--- src/rtl/core/thsup_pkg.sv ---
// ----------------------------------------------------------------------------
// Heartbeat supervisor package
// Types and constants shared by the supervisor core and its checker.
// ----------------------------------------------------------------------------
package thsup_pkg;

	localparam int TICK_W  = 32;
	localparam int COUNT_W = 16;
	localparam int CH_W    = 3;
	localparam int ACT_W   = 3;
	localparam int MASK_W  = 7;

	localparam logic [TICK_W-1:0]  TIMEOUT_RESET = 32'd1000;
	localparam logic [COUNT_W-1:0] COUNT_MAX     = 16'hFFFF;

	localparam logic CMD_BEAT  = 1'b0;
	localparam logic CMD_CHECK = 1'b1;

	localparam logic REG_TIMEOUT = 1'b0;
	localparam logic REG_ACTIVE  = 1'b1;

	typedef struct packed {
		logic [TICK_W-1:0]  last;
		logic [TICK_W-1:0]  worst;
		logic [COUNT_W-1:0] count;
	} entry_t;

endpackage

--- src/rtl/core/task_heartbeat_supervisor.sv ---
// ----------------------------------------------------------------------------
// Task heartbeat supervisor
// A beat passes through ST_BEAT and then ST_DONE before result_valid rises,
// and a beat on a channel out of range goes from ST_IDLE straight to ST_DONE.
// A check scans n channels in ST_SCAN, where n is active_channels capped at
// CHANNELS, and then goes to ST_DONE. The scan sets the check time. The
// per-channel state sits in one memory with a single read port, so a check
// reads one channel per cycle and writes each updated channel back in the
// following cycle. item_ready returns in the cycle in which result_valid
// rises, so no new word is taken while the previous one is in work.
// A new word is taken as soon as the previous result is in the output
// register, even while it waits there. A finished item waits while the output
// register still holds a word that has not been accepted.
// ----------------------------------------------------------------------------
module task_heartbeat_supervisor
	import thsup_pkg::*;
#(
	parameter int CHANNELS = 7
) (
	input  logic                clk,
	input  logic                arst_n,

	input  logic                psel,
	input  logic                penable,
	input  logic                pwrite,
	input  logic [2:0]          paddr,
	input  logic [31:0]         pwdata,
	output logic [31:0]         prdata,
	output logic                pready,

	input  logic                item_valid,
	output logic                item_ready,
	input  logic                cmd,
	input  logic [CH_W-1:0]     channel,
	input  logic [TICK_W-1:0]   now_tick,

	output logic                result_valid,
	input  logic                result_ready,
	output logic [TICK_W-1:0]   beat_interval,
	output logic [TICK_W-1:0]   worst_interval,
	output logic [MASK_W-1:0]   timeout_mask,
	output logic [MASK_W-1:0]   new_timeout_mask
);

	localparam int IDX_W = (CHANNELS > 1) ? $clog2(CHANNELS) : 1;
	localparam int CNT_W = $clog2(CHANNELS + 1);

	typedef enum logic [1:0] {
		ST_IDLE,
		ST_BEAT,
		ST_SCAN,
		ST_DONE
	} state_t;

	state_t              state_q;
	logic [TICK_W-1:0]   timeout_q;
	logic [ACT_W-1:0]    active_q;
	logic [TICK_W-1:0]   now_q;
	logic [IDX_W-1:0]    ch_q;
	logic [CNT_W-1:0]    rd_idx_q;
	logic                pr_valid_s1;
	logic [IDX_W-1:0]    pr_idx_s1;
	logic [TICK_W-1:0]   res_beat_q;
	logic [TICK_W-1:0]   res_worst_q;
	logic [MASK_W-1:0]   res_over_q;
	logic [MASK_W-1:0]   res_fresh_q;
	logic [CHANNELS-1:0] vld_q;

	entry_t              mem [CHANNELS];
	entry_t              rdata_s1;
	logic                rd_vld_s1;
	entry_t              cur;

	logic                cfg_wr;
	logic                accept;
	logic                beat_ok;
	logic [CNT_W-1:0]    scan_n;
	logic                rd_en;
	logic [IDX_W-1:0]    rd_addr;
	logic                wr_en;
	logic [IDX_W-1:0]    wr_addr;
	entry_t              wr_data;
	logic [TICK_W-1:0]   delta;
	logic [TICK_W-1:0]   worst_new;
	logic                over;
	logic [COUNT_W-1:0]  count_new;
	logic [MASK_W-1:0]   bit_sel;
	logic                out_free;
	logic                out_load;

	assign pready     = 1'b1;
	assign cfg_wr     = psel && penable && pwrite && pready;
	assign item_ready = (state_q == ST_IDLE);
	assign accept     = item_valid && item_ready;
	assign beat_ok    = (32'(channel) < 32'(CHANNELS));
	assign out_free   = !result_valid || result_ready;
	assign out_load   = (state_q == ST_DONE) && out_free;

	always_comb begin
		case (paddr[2])
			REG_TIMEOUT: prdata = timeout_q;
			default:     prdata = 32'(active_q);
		endcase
	end

	always_comb begin
		if (32'(active_q) > 32'(CHANNELS)) begin
			scan_n = CNT_W'(CHANNELS);
		end else begin
			scan_n = CNT_W'(active_q);
		end
	end

	always_comb begin
		rd_en   = 1'b0;
		rd_addr = rd_idx_q[IDX_W-1:0];
		if (state_q == ST_IDLE) begin
			rd_addr = IDX_W'(channel);
			rd_en   = accept && (cmd == CMD_BEAT) && beat_ok;
		end else if (state_q == ST_SCAN) begin
			rd_en = (rd_idx_q < scan_n);
		end
	end

	assign cur       = rd_vld_s1 ? rdata_s1 : '0;
	assign delta     = now_q - cur.last;
	assign worst_new = (delta > cur.worst) ? delta : cur.worst;
	assign over      = (delta > timeout_q);
	assign bit_sel   = MASK_W'(1) << pr_idx_s1;

	always_comb begin
		if (!over) begin
			count_new = '0;
		end else if (cur.count == COUNT_MAX) begin
			count_new = cur.count;
		end else begin
			count_new = cur.count + COUNT_W'(1);
		end
	end

	always_comb begin
		wr_en   = 1'b0;
		wr_addr = pr_idx_s1;
		wr_data = cur;
		if (state_q == ST_BEAT) begin
			wr_en         = 1'b1;
			wr_addr       = ch_q;
			wr_data.last  = now_q;
			wr_data.worst = worst_new;
		end else if (state_q == ST_SCAN && pr_valid_s1) begin
			wr_en         = 1'b1;
			wr_data.count = count_new;
		end
	end

	always_ff @(posedge clk) begin
		if (wr_en) begin
			mem[wr_addr] <= wr_data;
		end
		if (rd_en) begin
			rdata_s1  <= mem[rd_addr];
			rd_vld_s1 <= vld_q[rd_addr];
		end
	end

	always_ff @(posedge clk or negedge arst_n) begin
		if (!arst_n) begin
			state_q          <= ST_IDLE;
			timeout_q        <= TIMEOUT_RESET;
			active_q         <= '0;
			vld_q            <= '0;
			now_q            <= '0;
			ch_q             <= '0;
			rd_idx_q         <= '0;
			pr_valid_s1      <= 1'b0;
			pr_idx_s1        <= '0;
			res_beat_q       <= '0;
			res_worst_q      <= '0;
			res_over_q       <= '0;
			res_fresh_q      <= '0;
			result_valid     <= 1'b0;
			beat_interval    <= '0;
			worst_interval   <= '0;
			timeout_mask     <= '0;
			new_timeout_mask <= '0;
		end else begin
			if (cfg_wr) begin
				case (paddr[2])
					REG_TIMEOUT: timeout_q <= pwdata;
					default:     active_q  <= pwdata[ACT_W-1:0];
				endcase
			end
			if (wr_en) begin
				vld_q[wr_addr] <= 1'b1;
			end
			if (out_load) begin
				result_valid <= 1'b1;
			end else if (result_valid && result_ready) begin
				result_valid <= 1'b0;
			end
			case (state_q)
				ST_IDLE: begin
					if (accept) begin
						now_q       <= now_tick;
						ch_q        <= IDX_W'(channel);
						rd_idx_q    <= '0;
						pr_valid_s1 <= 1'b0;
						res_beat_q  <= '0;
						res_worst_q <= '0;
						res_over_q  <= '0;
						res_fresh_q <= '0;
						if (cmd == CMD_CHECK) begin
							state_q <= ST_SCAN;
						end else if (beat_ok) begin
							state_q <= ST_BEAT;
						end else begin
							state_q <= ST_DONE;
						end
					end
				end
				ST_BEAT: begin
					res_beat_q  <= delta;
					res_worst_q <= worst_new;
					state_q     <= ST_DONE;
				end
				ST_SCAN: begin
					if (pr_valid_s1 && over) begin
						res_over_q <= res_over_q | bit_sel;
						if (count_new == COUNT_W'(1)) begin
							res_fresh_q <= res_fresh_q | bit_sel;
						end
					end
					if (rd_en) begin
						pr_valid_s1 <= 1'b1;
						pr_idx_s1   <= rd_idx_q[IDX_W-1:0];
						rd_idx_q    <= rd_idx_q + CNT_W'(1);
					end else begin
						pr_valid_s1 <= 1'b0;
						if (!pr_valid_s1) begin
							state_q <= ST_DONE;
						end
					end
				end
				ST_DONE: begin
					if (out_load) begin
						beat_interval    <= res_beat_q;
						worst_interval   <= res_worst_q;
						timeout_mask     <= res_over_q;
						new_timeout_mask <= res_fresh_q;
						state_q          <= ST_IDLE;
					end
				end
				default: begin
					state_q <= ST_IDLE;
				end
			endcase
		end
	end

endmodule

--- config.mk ---
export PLATFORM = sky130hd
export DESIGN_NAME = task_heartbeat_supervisor
export DESIGN_NICKNAME = d
export VERILOG_FILES = /design/src/rtl/core/thsup_pkg.sv /design/src/rtl/core/task_heartbeat_supervisor.sv
export SDC_FILE = /design/constraint.sdc
export NUM_CORES = 1
export LEC_CHECK = 0
export BUFFER_PORTS_ARGS = -buffer_cell sky130_fd_sc_hd__buf_2
export CAP_MARGIN = 25
export CORE_MARGIN = 3
export CORE_UTILIZATION = 29
export DETAILED_ROUTE_END_ITERATION = 12
export GPL_ROUTABILITY_DRIVEN = 0
export GPL_TIMING_DRIVEN = 0
export SYNTH_ARGS = -nofsm -noshare
export SYNTH_HDL_FRONTEND = slang
export SYNTH_SLANG_ARGS = --single-unit
export TNS_END_PERCENT = 5
--- constraint.sdc ---
create_clock -name clk -period 8.9 [get_ports clk]
set_input_delay 1.78 -clock clk [delete_from_list [all_inputs] [get_ports clk]]
set_output_delay 1.78 -clock clk [all_outputs]
set_load 0.02 [all_outputs]
=== Yosys cells after proc, flatten, opt, wreduce, memory -nomap -nowiden ===
Memories as Yosys holds them, arrays and structs flattened. A register that Yosys moved wholly into a read port is not among the register bits.
Cells that the tools add are included.

* Add/sub/neg operators: 3
* Multiply operators: 0
* Divide/modulo/power cells: 0
* $lt $le $gt $ge: 7
* Eq/ne operators: 12
* Shift-type cells: 1
* Muxes and demuxes: 44
* Bitwise gates (word level): 5
* Reduce and logical (&&, ||, !) cells: 27

{| class="wikitable"
|+ Operators with widths
! kind !! count
|-
| 32-bit case mux with 2 select lines || 2
|-
| 32-bit two-way mux || 3
|-
| 80-bit two-way mux || 1
|-
| 32-bit greater-than comparator || 2
|-
| 16-bit two-way mux || 4
|-
| 64-bit two-way mux || 1
|-
| 32-bit subtractor || 1
|-
| 7-bit two-way mux || 4
|-
| 7-bit case mux with 2 select lines || 2
|-
| 7-bit OR || 3
|-
| 16-bit by 1-bit adder with 16-bit output, second input constant || 1
|-
| 16-bit by 1-bit equality test with 1-bit output, second input constant || 1
|-
| 16-bit equality test, second input constant || 1
|-
| 2-bit AND reduction || 7
|-
| 1-bit two-way mux || 12
|-
| 2-bit two-way mux || 6
|-
| 3-bit two-way mux || 4
|-
| 1-bit logical AND || 10
|-
| 3-bit by 4-bit < comparator with 1-bit output, second input constant || 2
|-
| 2-bit inequality test, second input constant || 4
|-
| 2-bit case mux with 4 select lines || 1
|-
| 4-bit AND reduction || 2
|-
| 1-bit by 3-bit << shifter with 7-bit output, first input constant || 1
|-
| 2-bit by 1-bit inequality test with 1-bit output, second input constant || 3
|-
| 16 further kinds || 21
|}

* Bits in registers: 244
* Latch bits: 0
* RAM bits: 560
* Bits in read-only memories: 0
* Input bits: 78
* Output and inout port bits: 113
* Word-level logic and storage cells: 119
* Memories: 1

{| class="wikitable"
|+ Memories
! memory !! words !! bits a word !! rd ports !! clocked after Yosys merged registers in !! wr ports !! RTL line !! RTL
|-
| mem || 7 || 80 || 1 || 1 || 1 || task_heartbeat_supervisor.sv:69 || <nowiki>entry_t mem [CHANNELS];</nowiki>
|}

=== Longest topological paths before layout ===
Gate-level depths: netlist (run 1).

* Word-level depth: 8
* Mapped depth: 29
* Depth with buffers taken out: 23

=== Worst setup path after synthesis (run 1) ===
No wires, ideal clock.

* Kind: reg-to-reg
* From: register rd_vld_s1
* To: memory mem[0][15] (netlist name) (data pin)
* Arrival: 5.558 ns
* Slack: 3.087 ns
* Stages on the path, launching flop included: 27
* Clock period less this slack: 5.813 ns
* Cell sequence: edfxtp_1 > buf_4 > buf_2 > clkbuf_1 > clkbuf_1 > buf_1 > nand2_1 > ha_1 > and3_1 > a31oi_1 > a21oi_1 > o31ai_2 > o2111ai_1 > a31oi_1 > o21bai_1 > xnor2_1 > inv_1 > ha_1 > nand4_1 > nor4_1 > a221oi_1 > o21ai_0 > mux2i_1 > nor2_2 > clkbuf_1 > nand4b_1 > a21boi_0

{| class="wikitable"
|+ RTL lines
! element !! RTL line !! RTL
|-
| from (decl) || task_heartbeat_supervisor.sv:71 || <nowiki>logic rd_vld_s1;</nowiki>
|-
| from (signal assigned) || task_heartbeat_supervisor.sv:162 || <nowiki>rd_vld_s1 <= vld_q[rd_addr];</nowiki>
|-
| to (decl) || task_heartbeat_supervisor.sv:69 ||
|}

==> results.cfg, run 1 <==
[grt]
grt-ovfl-total = 0
grt_max_degree = 105
track_usage_pct = 15.94
grt_pass1_vias = 24250
grt_pass1_wl_microns = 162400
antenna_found_initial = 14

[cts]
cts-root-buf = clkbuf_16
worst_setup_hold_path_clk_slew_ns = 0.07
cts_hold_buf = 0
htreeDepth = 3
post_cts_buffers = 0
cts_tree = built
clock-sinks = 884
numCtsBuffers = 90
worst_skew_pair.late_latency_ns = 0.68
clockBufferDepth = 3

[routing]
antenna_left = 0
post_drt_wl_per_cell_microns = 22.51
drtPass1Iterations = 6
wirelength_microns = 111300
drc = 0
routed_via_density = 5.067
via_count = 25060
drt_first_iter_violations = 2836

[synthesis]
avgSynthCellArea_sq_um = 13.63
synth_cells = 2800
syn-cell-area_sq_mm = 0.03816
yosysWarningCount = 0
synth-edff-count = 641
synth-seq-cells = 884
synth.distinct_cells = 85
synthFlopType = edfxtp_1
synth_fp_nets = 2982
ys_async_sr_fraction_pct = 27.49
yosysSeqAreaShare_pct = 66.40

[floorplanning]
die_area_sq_mm = 0.1360
coreArea_sq_mm = 0.1301
die_w_microns = 368.7
initial_core_util_pct = 29.32
io_pins = 191
die_y_microns = 368.7
rows = 132

[worst_setup_path]
critPathCaptureType = register
rr_worst_depth = 24
r2r-end = mem[5][13]
reg2reg_from = rd_vld_s1
startpoint_type = register
worst-path-max-fanout = 19
required_ns = 9.27
critPathArrivalTime_ns = 8.71
rrSetupSlack_ns = 0.55
worstSetupPathType = reg -> reg

[run_status]
status = finished, final reports clean

[timing]
report.final.slew_viol_count = 0
skew_ns = 0.03298
fin_crit_ns = 8.348
max_freq_mhz = 119.8
fin_ws_ns = 0.5516
fin_crit_sh_pct = 93.80
rsz0062_at_grt = false
hold_viol_final = 0
setup_viol = 0
max_slew_margin_pct = 26.09
max_slew.worst_pin.slew_ns = 1.109

[flow_run]
max-cap-violations = 0

[finish]
drive_gt1_share_pct = 21.58
final_util_pct = 34.78
fillCellCount = 12710
syn2layout_area_growth_pct = 18.64
fin_nets = 3309
final_cells = 4946

[placed_design]
port_buffers = 186
dp_slack_ns = -0.5135
placed_cells = 4771
dp_hpwl_microns = 79290

[min_path]
min_from = vld_q[1]
min_to = vld_q[1]
hold_class = reg -> reg
hold_path_depth = 1
placed cells by master, fill, tap and decap left out, types with 58 or more instances in the layout:
| cell type | count |
|---|---|
| mux2_2 | 153 |
| nor2_1 | 69 |
| ha_1 | 103 |
| nand3_1 | 119 |
| inv_1 | 58 |
| clkbuf_1 | 130 |
| dfrtp_1 | 237 |
| nand2_1 | 459 |
| a21oi_1 | 72 |
| mux4_2 | 81 |
| o21ai_0 | 289 |
| buf_2 | 194 |
| edfxtp_1 | 641 |
| clkbuf_16 | 91 |
logic make-up (layout without fill, tap and decap cells):
| logic type | Yosys count | in the layout | synth area share, % |
|---|---|---|---|
| flops | 884 | 884 | 66.40 |
| compound gates | 556 | 556 | 8.870 |
| xor+xnor | 32 | 32 | 0.7345 |
| buf+inv | 212 | 614 | 2.145 |
| simple gates | 770 | 770 | 8.926 |
| fa+ha+maj | 104 | 104 | 3.430 |
| other cells | 1 | 3 | 0.009828 |
| mux | 241 | 241 | 9.480 |
registers in the layout (all words and copies together) (netlist names), 7 cells and up:
signal            flops
vld_q                 7
res_worst_q          32
mem                 560
beat_interval        32
rdata_s1             80
res_fresh_q           7
now_q                32
timeout_mask          7
new_timeout_mask      7
res_over_q            7
worst_interval       32
res_beat_q           32
timeout_q            32
worst max-delay path, stage by stage (launching register included):
cell	delay, ns
edfxtp_1	0.32
buf_4	0.16
buf_2	0.43
clkbuf_2	0.41
clkdlybuf4s15_2	0.54
nand2_1	0.21
ha_1	0.31
nor2b_1	0.14
o31ai_1	0.42
a211oi_2	0.18
o31ai_2	0.40
o2111ai_1	0.24
a31oi_1	0.28
o21bai_1	0.11
xnor2_1	0.48
inv_1	0.30
ha_1	0.38
nand4_1	0.11
nor4_1	0.50
a221oi_1	0.14
o21ai_0	0.14
mux2i_1	0.26
nor2_2	0.43
nand2_1	0.39
o21ai_0	0.71
area by class of cell:
class	count	area, sq um	area share, %
Antenna cell	2	5.005	0.01106
Buffer	151	608.1	1.343
Clock buffer	115	2497	5.517
Clock inverter	52	485.5	1.072
Inverter	60	225.2	0.4975
Multi-Input combinational cell	1704	12130	26.79
Sequential cell	884	25340	55.97
Tap cell	1742	2180	4.815
Timing Repair Buffer	236	1803	3.983
worst max-delay path by stage:
stage / startpoint / endpoint
final: rd_vld_s1 / mem[5][13]
after global routing: rd_vld_s1 / mem[2][43]
after CTS: rd_vld_s1 / mem[5][1]
after detailed placement: rd_vld_s1 / mem[0][15]
after global placement: state_q[1] / vld_q[0]
after floorplan: rd_vld_s1 / mem[0][15]
cells in the mapped netlist (12+ instances only):
| master | count | area share [%] |
|---|---|---|
| nor3_1 | 14 | 0.18 |
| a22o_1 | 25 | 0.57 |
| mux4_2 | 81 | 4.8 |
| nand2_1 | 459 | 4.5 |
| nand3_1 | 119 | 1.6 |
| o31ai_1 | 12 | 0.24 |
| xnor2_1 | 23 | 0.53 |
| buf_1 | 18 | 0.18 |
| clkbuf_1 | 122 | 1.2 |
| ha_1 | 103 | 3.4 |
| and3_1 | 13 | 0.21 |
| a31oi_1 | 28 | 0.46 |
| inv_1 | 58 | 0.57 |
| edfxtp_1 | 641 | 50 |
| mux2_2 | 153 | 4.5 |
| dfrtp_1 | 237 | 16 |
| nand4_1 | 20 | 0.33 |
| a21oi_1 | 72 | 0.94 |
| a21o_1 | 34 | 0.67 |
| nor2_1 | 77 | 0.76 |
| o21ai_0 | 290 | 3.8 |
| o21a_1 | 19 | 0.37 |
stage by stage:
stage	instance area, sq um	hold WS [ns]	setup TNS, ns
after floorplan	38160	0.4337	0
after global placement	41270	0.4458	-637.05
after detailed placement	42180	0.4543	-36.66
after CTS	45180	0.4699	0
after global routing	45260	0.4784	0
final	45270	0.4696	0
layer usage:
| metal | wire length (microns) | vias up | GRT usage, % | share of wire (%) |
|---|---|---|---|---|
| met5 | 0 | - | 0 | 0 |
| met4 | 2314 | 0 | 3.763 | 2.1 |
| met3 | 12320 | 164 | 4.970 | 11 |
| met2 | 48150 | 1184 | 23.86 | 43 |
| met1 | 48540 | 12580 | 22.55 | 44 |
| li1 | - | 11140 | - | - |
repair_timing:
| action | in CTS | in global routing |
|---|---|---|
| pin swaps | 0 | 0 |
| resized for setup | 8 | 4 |
| cloned | 0 | 0 |
| endpoints found under the setup margin | 245 | 62 |
Power of run 1 is left out: the tool's default activity adds up to more than one toggle a clock period on the data nets, which glitch-free logic cannot reach.
==> inputs of run 2 (changes only) <==
CELL_PAD_IN_SITES_DETAIL_PLACEMENT = 2   (was unset)
CELL_PAD_IN_SITES_GLOBAL_PLACEMENT = 2   (was unset)
HOLD_SLACK_MARGIN = 0.02   (was unset)
PLACE_DENSITY_LB_ADDON = 0.1   (was unset)
==> run 2 against run 1 <==
Compared with the run above:
- global-route usage up 3.4 points
- sequential share of layout area down 0.91 points
- hold slack better by 0.0016 ns
- die area unchanged
- final cell count up 0.81%
- non-clock buffer count up 13
- critical path depth up 2
- setup slack better by 0.092 ns
- register-to-register slack better by 0.09 ns
- clock-buffer cell count up 27
- wire length up 18%
- critical endpoint is now mem[3][4]
==> results.cfg, run 2 (synthesis results as in run 1) <==
[run_status]
status = finished, final reports clean

[routing]
post_drt_wl_per_cell_microns = 26.36
drt_first_iter_violations = 1375
antenna_left = 0
drc = 0
via_count = 25090
routed_via_density = 5.032
drtPass1Iterations = 5
wirelength_microns = 131400

[worst_setup_path]
startpoint_type = register
path_buf_inv = 6
required_ns = 9.38
slowest_stage = buf_2
critical-path-top-delay-family = compound AO/OA/AOI/OAI gates
worstSetupPathType = reg -> reg
critPathArrivalTime_ns = 8.73
critPathCaptureType = register
worst-path-max-fanout = 27
crit_path_max_incr_delay_ns = 0.48

[grt]
grt-ovfl-total = 0
grt_max_degree = 109
grt_pass1_wl_microns = 195200
track_usage_pct = 19.36
grt_pass1_vias = 27880
antenna_found_initial = 3

[timing]
fin_crit_sh_pct = 92.76
report.final.slew_viol_count = 0
max_freq_mhz = 121.1
fin_ws_ns = 0.6440
fin_crit_ns = 8.256
max_slew_margin_pct = 26.28
hold_viol_final = 0
skew_ns = 0.02679
tns_ns = 0
max_slew.worst_pin.slew_ns = 1.102
rsz0062_at_grt = true
setup_viol = 0

[finish]
final_common_cell = edfxtp_1
fillCellCount = 13370
multi_input_comb_area_sq_mm = 0.01217
fin_area_sq_mm = 0.04601
drive_gt1_share_pct = 22.44
ff_latch_area_sq_mm = 0.02534
syn2layout_area_growth_pct = 20.60
largest_reg_flops = 560
top_register = mem
final_cell_mix = edfxtp_1, nand2_1, o21ai_0
reg_top3 = mem: 560 flops, rdata_s1: 80 flops
fin_nets = 3336
antenna_cells = 0

[floorplanning]
initial_core_util_pct = 29.32
coreArea_sq_mm = 0.1301
die_w_microns = 368.7
rows = 132
die_area_sq_mm = 0.1360
die_y_microns = 368.7
io_pins = 191

[cts]
clock-sinks = 884
worst_setup_hold_path_clk_slew_ns = 0.06
cts-root-buf = clkbuf_16
numCtsBuffers = 104
htreeDepth = 3
post_cts_buffers = 0
worst_skew_pair.late_latency_ns = 0.71
clockBufferDepth = 3
cts_tree = built

[placed_design]
place_area_sq_mm = 0.04243
port_buffers = 186
dp_slack_ns = -2.077
dp_hpwl_microns = 96740

[min_path]
hold_class = reg -> reg

[flow_run]
max-cap-violations = 0
-- run 2: worst paths after layout --
path                                 from             to  slack [ns]  cells past startpoint
worst min-delay path             vld_q[4]       vld_q[4]        0.47                      1
max in group asynchronous          arst_n   timeout_q[5]        6.52                      3
worst max-delay path            rd_vld_s1      mem[3][4]        0.64                     26
worst min register to register   vld_q[4]       vld_q[4]        0.47                      1
min in group asynchronous          arst_n  timeout_q[25]        1.00                      1
worst max register to register  rd_vld_s1      mem[3][4]        0.64                     26
-- run 2: worst register-to-register path: stages, from the launching register on --
cell	delay, ns
edfxtp_1	0.33
buf_4	0.36
clkbuf_2	0.51
buf_2	0.50
nand2_1	0.25
ha_1	0.33
nor2b_1	0.14
o31ai_1	0.45
a211oi_2	0.18
o31ai_2	0.43
o2111ai_1	0.22
a31oi_1	0.29
o21bai_1	0.13
xnor2_1	0.35
buf_6	0.21
inv_1	0.10
ha_1	0.31
nand4_1	0.14
nor4_2	0.46
a221oi_1	0.13
o21ai_0	0.12
buf_2	0.23
mux2i_1	0.24
nor2_2	0.45
nand2_1	0.44
nor4_1	0.40
o21a_1	0.36
-- run 2: routing by layer --
metal / vias to the layer above / share of wire, % / global-route usage, %
li1: 11190 / - / -
met3: 157 / 3.7 / 2.727
met5: - / 0 / 0
met2: 450 / 48 / 32.86
met4: 0 / 2.3 / 5.235
met1: 13290 / 46 / 25.94
-- run 2: repair_timing --
item                                    in CTS  in global routing
endpoints found under the setup margin     382                203
endpoints found under the hold margin        0                  0
cloned                                       0                  0
pin swaps                                    0                  0
gates resized for setup                      9                 10
hold buffers                                 0                  0
-- run 2: stage by stage --
step / std cells / hold WS (ns) / util (%)
6_report: 4986 / 0.4712 / 35.36
4_1_cts: 4983 / 0.4773 / 35.33
2_1_floorplan: 2800 / 0.4337 / -
3_3_place_gp: 4728 / 0.4494 / 31.71
3_5_place_dp: 4789 / 0.4640 / 32.60
5_1_grt: 4986 / 0.4873 / 35.36
-- run 2: area by class of cell --
class,count,share of cell area (%)
plain buffers,150,1.286
inverters,60,0.4894
clock inverters,54,1.335
clock buffers,142,6.319
repair buffers,250,4.318
multi-input cells,1704,26.45
flip-flops and latches,884,55.06
well taps,1742,4.737
Power of run 2 is left out for the same reason.
